File: config.mk
export PLATFORM = sky130hd
export DESIGN_NAME = lsac_ctrl
export DESIGN_NICKNAME = d
export VERILOG_FILES = /design/src/hw/rtl/lsac_pkg.sv /design/src/hw/rtl/lsac_ctrl.sv
export SDC_FILE = /design/constraint.sdc
export NUM_CORES = 1
export LEC_CHECK = 0
export ABC_AREA = 1
export BUFFER_PORTS_ARGS = -buffer_cell sky130_fd_sc_hd__buf_2
export CORE_AREA = 5 5 42 44
export CTS_BUF_LIST = sky130_fd_sc_hd__clkbuf_4
export DETAILED_ROUTE_END_ITERATION = 12
export DIE_AREA = 0 0 47 49
export PLACE_DENSITY = 0.37
export SETUP_SLACK_MARGIN = 0.5
export SYNTH_ARGS = -nofsm -noshare
export SYNTH_HDL_FRONTEND = slang
export SYNTH_SLANG_ARGS = --single-unit
File: constraint.sdc
create_clock -name clk -period 0.92 [get_ports clk]
set_input_delay 0.138 -clock clk [delete_from_list [all_inputs] [get_ports clk]]
set_output_delay 0.138 -clock clk [all_outputs]
set_load 0.03 [all_outputs]
File: src/hw/rtl/lsac_pkg.sv
package lsac_pkg;

  localparam logic [1:0] CMD_LOAD   = 2'd0;
  localparam logic [1:0] CMD_STORE  = 2'd1;
  localparam logic [1:0] CMD_MODIFY = 2'd2;
  localparam logic [1:0] CMD_NOP    = 2'd3;

  localparam logic [1:0] OUT_HIT     = 2'd0;
  localparam logic [1:0] OUT_COLD    = 2'd1;
  localparam logic [1:0] OUT_EVICT   = 2'd2;
  localparam logic [1:0] OUT_IGNORED = 2'd3;

  localparam logic [1:0] CFG_SET_IDX  = 2'd0;
  localparam logic [1:0] CFG_OFF_BITS = 2'd1;
  localparam logic [1:0] CFG_WAYS     = 2'd2;

  typedef struct packed {
    logic [1:0]  cmd;
    logic [63:0] address;
  } lsac_in_t;

  typedef struct packed {
    logic [1:0]  outcome;
    logic        modify_hit;
    logic [7:0]  set_index;
    logic [31:0] line_offset;
    logic [31:0] hits_total;
    logic [31:0] misses_total;
    logic [31:0] evictions_total;
  } lsac_out_t;

  typedef enum logic [2:0] {
    ST_CLEAR, ST_IDLE, ST_READ, ST_EVAL, ST_WRITE, ST_RESP
  } lsac_state_t;

  typedef struct packed {
    logic clear_step;
    logic load;
    logic rd;
    logic eval;
    logic wr;
  } lsac_cmd_t;

  typedef struct packed {
    logic clear_done;
    logic nop;
    logic scan_done;
  } lsac_sts_t;

endpackage

File: src/hw/rtl/lsac_ctrl.sv
module lsac_ctrl import lsac_pkg::*; (
  input  logic      clk,
  input  logic      rst_n,
  input  logic      start,
  input  lsac_sts_t sts,
  output lsac_cmd_t cmd,
  output logic      busy,
  output logic      out_valid
);

  lsac_state_t state_r, state_nxt;

  always_ff @(posedge clk) begin
    if (!rst_n) state_r <= ST_CLEAR;
    else        state_r <= state_nxt;
  end

  always_comb begin
    state_nxt = state_r;
    cmd       = '0;
    busy      = 1'b1;
    out_valid = 1'b0;
    unique case (state_r)
      ST_CLEAR: begin
        cmd.clear_step = 1'b1;
        if (sts.clear_done) state_nxt = ST_IDLE;
      end
      ST_IDLE: begin
        busy = 1'b0;
        if (start) begin
          cmd.load  = 1'b1;
          state_nxt = ST_READ;
        end
      end
      ST_READ: begin
        cmd.rd    = 1'b1;
        state_nxt = sts.nop ? ST_WRITE : ST_EVAL;
      end
      ST_EVAL: begin
        cmd.eval  = 1'b1;
        state_nxt = sts.scan_done ? ST_WRITE : ST_READ;
      end
      ST_WRITE: begin
        cmd.wr    = 1'b1;
        state_nxt = ST_RESP;
      end
      ST_RESP: begin
        out_valid = 1'b1;
        state_nxt = ST_IDLE;
      end
      default: state_nxt = ST_CLEAR;
    endcase
  end

endmodule

# ---- After elaboration in Yosys (flattened, before gate mapping)
# Index checks and enable logic that the tools add are counted.
dict set report word_totals {
  mem_count 0
  mem_bits_ro 0
  regBits 3
  wordCells 23
  output_inout_bits 7
  latch_bits 0
  mem_bits_rw 0
}
dict set report classes {
  n_lt_le_gt_ge 0
  reduce_logical 2
  n_addsub 0
  muxes 13
  mul 0
  n_eq_ne 7
  div 0
  n_bitwise 0
  shift 0
}
# operator count
set ops {}
lappend ops {{case mux 3 bit (6 select lines)} 1}
lappend ops {{two-way mux 3 bit} 4}
lappend ops {{two-way mux 1 bit} 8}
lappend ops {{equality test 3 x 2 -> 1 bit, second input constant} 2}
lappend ops {{equality test 3 bit, second input constant} 2}
lappend ops {{!= test 2 bit, second input constant} 2}
lappend ops {{equality test 3 x 1 -> 1 bit, second input constant} 1}
lappend ops {{logical NOT 3 bit} 1}
lappend ops {{AND reduction 2 bit} 1}

# ---- Longest topological paths before layout
# Gate-level depths: netlist of the first run.
dict set report depth {
  depth_word 3
  ltp_mapped 6
  ltp_nobuf 6
}

# ---- Worst setup path before layout of the first run
# Ideal clock, no wire load.
dict set report synth_path {
  path_type {register to output}
  start {reg state_r[0]}
  end {out out_valid}
  setup_slack_ns -0.415
  required_time_ns 0.782
  path_buffers 0
  t_arrival_ns 1.197
  path_stages_with_launch 3
  cell_sequence {dfxtp_1 > inv_2 > nor3_1}
}
dict set report synth_between {
  elab_chain_len 2
}
# item line_no
set synth_rtl {}
lappend synth_rtl {{start: declaration} lsac_ctrl.sv:11} ;# lsac_state_t state_r, state_nxt;
lappend synth_rtl {{start signal: assignment} lsac_ctrl.sv:15} ;# else state_r <= state_nxt;
lappend synth_rtl {{equality test 3 bit} lsac_ctrl.sv:23} ;# unique case (state_r)
lappend synth_rtl {{two-way mux 1 bit} lsac_ctrl.sv:23}
lappend synth_rtl {{end: declaration} lsac_ctrl.sv:8} ;# output logic out_valid
# Every way passes these cells.

# ---- Worst setup path in the final report of the first run
dict set report layout_path {
  start {reg state_r[2]}
  end {out out_valid}
}
# Same word-level chain as after synthesis.

==> results.txt, run 1 <==
Critical path class: reg2out
Origin of the critical flop-to-flop path: state_r[1]
WP data required: 0.78 ns
Hold/Removal Path Class: in2reg
Root buffer cell: clkbuf_4
Hold Path Origin: rst_n
DP Area: 394.1 um^2
R2r worst-path depth: 7
Ant. Diodes: 0
Cells after DPL: 66
Outcome: finished, violations left
DR WL/cell: 10.75 um
Post-synthesis xor/xnor area fraction: 0%
Vias per inst: 4.213
DRC violations left: 0
Pin count of the biggest net entering global routing: 8
Simple-gate area share of the yosys netlist: 49.17%
Tmin final: 1.180 ns
Post-Syn Instances: 35
Max Cap Viol: 0
Clk buf depth: 2
Final Instance Area: 573.1 um^2
Slew @ Worst Pin: 0.1690 ns
Gr usage total: 7.454%
CTS sink count: 3
Largest registers: state_r: 3 flops
CP max FO: 7
Via Count: 316
First-pass GRT wire length: 1262 um
# port buffers: 12
Initial core utilization: 16.16%
DIE AREA: 0.002303 mm^2
Avg Synthesized Cell Area: 6.470 um^2
Final #Nets: 66
CP Capture Type: output pin
Post-synthesis sequential element count: 3
Max reg flops: 3
CP Launch Point: state_r[2]
Reg2reg setup slack: -0.16 ns
DR pass1 iterations: 2
Fin crit share: 128.3%
DPL Wire Length: 590.1 um
Clk_lat worst skew: 0.23 ns
Setup WS post-layout: -0.2605 ns
Adder-Cell Fraction of Synth Area: 0%
Final core occ: 40.89%
Cell Area, Synth: 226.5 um^2
Finished Layout Cells: 75
1st-iter DRT viols: 4
Worst slew margin: 88.73%
Seq/Total Area, Yosys: 26.52%
Unique masters post-synth: 16
Setup TNS: -1.925 ns
FF-to-FF End: state_r[1]
Largest register by flop count: state_r
Num CTS Buffers: 3
Clock Pin Slew Worst Setup and Hold Paths: 0.04 ns
RSZ-0062 raised after global routing: yes
I/O pins: 13
H-tree levels: 1
PwrDens: 1950 mW/mm^2
Post-synthesis mux area share: 0%
Height of the chip: 49 um
Max IR drop VDD: 0.9412 mV
Slew Limit Fails: 0
TritonCTS clock tree: yes
Final Setup Violations: 10
Proportion of layout cells with a drive suffix above 1: 81.36%
WHS: 0.1475 ns
GRT overflow: 0
Compound-Gate Fraction of Synth Area: 11.05%
Combinational family with the most area after synthesis: simple AND/OR/NAND/NOR gates
CP arrival: 1.04 ns
Final wirelength: 806 um
Area Overhead vs Synth: 153.0%
Post-synthesis net count: 41
Core region area: 0.001401 mm^2
Fmax achieved: 847.1 MHz
Hold-fix buffers at CTS: 0
Synth Warn #: 0
Die W: 47 um
Antenna violations before repair: 0
Violated checks: negative setup slack
Final Wtd Congestion: 0.6795
Crit path to: out_valid
Max Clock Skew: 0.001379 ns
Number of global-route vias before repair: 304
Final hold viol count: 0
CP startpoint kind: flop
FP Rows: 14
Detail Route Antenna Nets: 0
Leak Pwr: 0.2581 nW
worst max-delay path, stage by stage (launching register included):
cell and delay, ns:
dfxtp_4 0.43, inv_6 0.06, nor3_4 0.17, buf_6 0.15
cells in the final DEF, fill, tap and decap left out, drive strengths merged:
cell type  instances
inv                8
nand2              4
dfxtp              3
nor3               4
nand3b             2
buf               20
a21oi              1
clkbuf             4
o21ai              2
nand3              4
a31oi              1
nor2               6
power by group:
group / switching (mW) / total, mW / leakage, nW / internal (mW)
clock network: 0.0621 / 0.254 / 0.0184 / 0.192
logic: 0.319 / 0.629 / 0.213 / 0.309
registers: 0.0772 / 0.235 / 0.0267 / 0.158
total: 0.459 / 1.12 / 0.258 / 0.659
cells in the mapped netlist:
cell	n	area [um^2]
inv_1	5	18.77
nand2_1	4	15.01
nor2_1	4	15.01
dfxtp_1	3	60.06
inv_2	3	11.26
nand3_1	3	15.01
nor3_1	3	15.01
nor2_2	2	12.51
a21oi_1	1	5.000
a31oi_1	1	6.260
nand3_2	1	10.01
nand3b_1	1	7.510
nand3b_2	1	11.26
nor3_2	1	10.01
o21ai_1	1	5.000
o21ai_2	1	8.760
layer usage:
layer  track usage, %  wire length (um)
met1            9.409               332
met2            11.54               412
met3            4.428                61
met4                0                 0
met5                0                 0
layout make-up:
cell class	count	area, um^2
sequential	3	71.32
fill	159	828.3
inverter	8	47.55
timing repair buffer	20	178.9
multi-input combinational	24	225.2
tap	16	20.02
clock buffer	4	30.03
timing repair:
action | CTS | global route
gates resized for setup | 22 | 12
endpoints found under the setup margin | 10 | 10
pin swaps | 7 | 5
buffers inserted | 4 | 1
gates cloned | 0 | 0
per-stage QoR:
stage                     power, mW  setup WS, ns
after floorplan              0.5023       -0.1269
final                         1.117       -0.2605
after global routing          1.204       -0.3121
after detailed placement     0.6375       -0.1320
after CTS                     1.058       -0.3054
after global placement       0.6402       -0.1274
how the worst min path moves through the flow:
stage | to | slack, ns | cells after the start
4_1_cts | state_r[1] | 0.14 | 3
5_1_grt | state_r[1] | 0.16 | 3
2_1_floorplan | state_r[2] | 0.28 | 2
6_report | state_r[1] | 0.15 | 3
3_3_place_gp | state_r[1] | 0.41 | 3
3_5_place_dp | state_r[1] | 0.40 | 3
kinds of logic (layout without fill, tap and decap cells):
| group | Yosys count | count (layout) |
|---|---|---|
| buffers and inverters | 8 | 32 |
| AOI/OAI and AO/OA | 4 | 4 |
| and+or+nand+nor | 20 | 20 |
| DFF | 3 | 3 |
Note: power is estimated with default switching activity, not from simulation.
==> run 2, diff against run 1 <==
==> constraint.sdc (replaced) <==
create_clock -name clk -period 0.92 [get_ports clk]
set_input_delay 0.184 -clock clk [delete_from_list [all_inputs] [get_ports clk]]
set_output_delay 0.184 -clock clk [all_outputs]
set_load 0.03 [all_outputs]
==> run 2 against run 1 <==
  * The flow still finishes with violations (negative setup slack)
  * Die area unchanged
  * Sequential share of layout area increased by 0.14 points
  * Core utilization is 0.45 points lower
  * Non-clock buffer count fell by 1
  * Routed wire length fell by 5.0%
  * Critical path type unchanged
  * Clock power hardly changed
  * Largest power group unchanged
==> results.txt, run 2 (same netlist as run 1, synthesis figures left out) <==
Area Overhead vs Synth: 150.3%
Height of the chip: 49 um (unchanged)
CP startpoint kind: flop
Fill cells: 153 (-3.8%)
CTS sink count: 3 (unchanged)
Violated checks: negative setup slack
CP max FO: 7 (unchanged)
DRC violations left: 0 (unchanged)
WP data required: 0.74 ns (-0.04 ns)
Final Wtd Congestion: 0.6187 (-8.9%)
DIE AREA: 0.002303 mm^2 (unchanged)
DPL Wire Length: 554 um (-6.1%)
Slew @ Worst Pin: 0.1587 ns (-0.01034 ns)
Largest registers: state_r: 3 flops
Tmin final: 1.258 ns (+0.07791 ns)
Core region area: 0.001401 mm^2 (unchanged)
Root buffer cell: clkbuf_4
Cells after DPL: 67 (+1.5%)
Tot Pwr: 1.094 mW (-2.0%)
Pin count of the biggest net entering global routing: 8 (unchanged)
Slew Limit Fails: 0 (unchanged)
Initial core utilization: 16.16% (unchanged)
Final Setup Violations: 9 (-1)
Hold/Removal Path Class: in2reg
Final core occ: 40.45% (-0.45 points)
Proportion of layout cells with a drive suffix above 1: 82.76% (+1.4 points)
GRT overflow: 0 (unchanged)
# port buffers: 12 (unchanged)
Vias per inst: 4.000 (-5.1%)
FP Rows: 14 (unchanged)
Critical path class: reg2out
PwrDens: 1931 mW/mm^2 (-0.97%)
Max Cap Viol: 0 (unchanged)
Commonest non-fill, non-tap cell in the layout: buf_6
Clock Pin Slew Worst Setup and Hold Paths: 0.04 ns (about the same)
RSZ-0062 raised after global routing: yes
Die W: 47 um (unchanged)
Antenna violations before repair: 0 (unchanged)
Finished Layout Cells: 74 (-1.3%)
Setup TNS: -2.211 ns (-0.2859 ns)
Detail Route Antenna Nets: 0 (unchanged)
Final hold viol count: 0 (unchanged)
Hold-fix buffers at CTS: 0 (unchanged)
Leak Pwr: 0.2476 nW (-4.1%)
1st-iter DRT viols: 2 (-2)
Ant. Diodes: 0 (unchanged)
Clk buf depth: 2 (unchanged)
Setup WS post-layout: -0.3384 ns (-0.07791 ns)
Most frequent cells in the layout: buf_6 (11), buf_2 (5)
Largest register by flop count: state_r
Number of global-route vias before repair: 295 (-3.0%)
Dpl ws: -0.1450 ns (-0.01297 ns)
Max Clock Skew: 0.001020 ns (-0.0003598 ns)
Outcome: finished, violations left
Via Count: 296 (-6.3%)
First-pass GRT wire length: 1228 um (-2.7%)
Num CTS Buffers: 3 (unchanged)
CP arrival: 1.07 ns (+0.03 ns)
Final wirelength: 766 um (-5.0%)
Final #Nets: 65 (-1.5%)
Fin crit share: 136.8% (+8.5 points)
Fmax achieved: 794.7 MHz (-6.2%)
Gr usage total: 7.606% (+0.15 points)
DR WL/cell: 10.35 um (-3.7%)
DR pass1 iterations: 2 (unchanged)
Worst slew margin: 89.39% (+0.65 points)
I/O pins: 13 (unchanged)
Clk_lat worst skew: 0.23 ns (about the same)
Max IR drop VDD: 0.7577 mV (-19%)
Max reg flops: 3 (unchanged)
H-tree levels: 1 (unchanged)
CP Capture Type: output pin
TritonCTS clock tree: yes
## run 2: changes by cell type in the layout (fill, tap and decap cells not counted), sizes merged
cell,previous run,this run
buf,20,19
## run 2: report_power, final
group | internal [mW] | switching (mW) | total [mW]
combinational | 0.294 | 0.320 | 0.613
sequential | 0.158 | 0.0669 | 0.225
clock | 0.192 | 0.0647 | 0.256
## run 2: worst max-delay path, stage by stage (launching register included)
cell and delay, ns:
dfxtp_4 0.38, buf_6 0.13, nor3_4 0.17, buf_6 0.15
## run 2: path summary, 6_finish.rpt
check	from	endpoint	slack [ns]	depth (start not counted)
max reg2reg	state_r[1]	state_r[1]	-0.16	7
max	state_r[0]	cmd[4]	-0.34	3
min reg2reg	state_r[0]	state_r[2]	0.59	2
min	rst_n	state_r[1]	0.19	3
## run 2: cell type report
cell class | instances | area, um^2 | area share (%)
clock buffers | 4 | 30.03 | 5.298
flip-flops and latches | 3 | 71.32 | 12.58
well taps | 16 | 20.02 | 3.532
multi-input cells | 24 | 234.0 | 41.28
inverters | 8 | 40.04 | 7.064
repair buffers | 19 | 171.4 | 30.24
## run 2: what timing repair did
action                     4_1_cts  5_1_grt
setup buffers                    2        1
setup endpoints to repair       10       10
resized for setup               23       10
pin swaps                        7        4
## run 2: stage by stage
stage / hold slack, ns / instance area [um^2]
3_3_place_gp: 0.4485 / 401.6
6_report: 0.1855 / 566.8
4_1_cts: 0.1833 / 521.8
5_1_grt: 0.2045 / 566.8
3_5_place_dp: 0.4517 / 401.6
2_1_floorplan: 0.3260 / 291.5
## run 2: metal layers
layer  routed length, um  vias up  global-route usage (%)
met2                 438        6                   9.050
met5                   0        -                       0
met3                  43        0                   2.952
met4                   0        0                   6.912
met1                 284      131                   9.890
li1                    -      159                       -
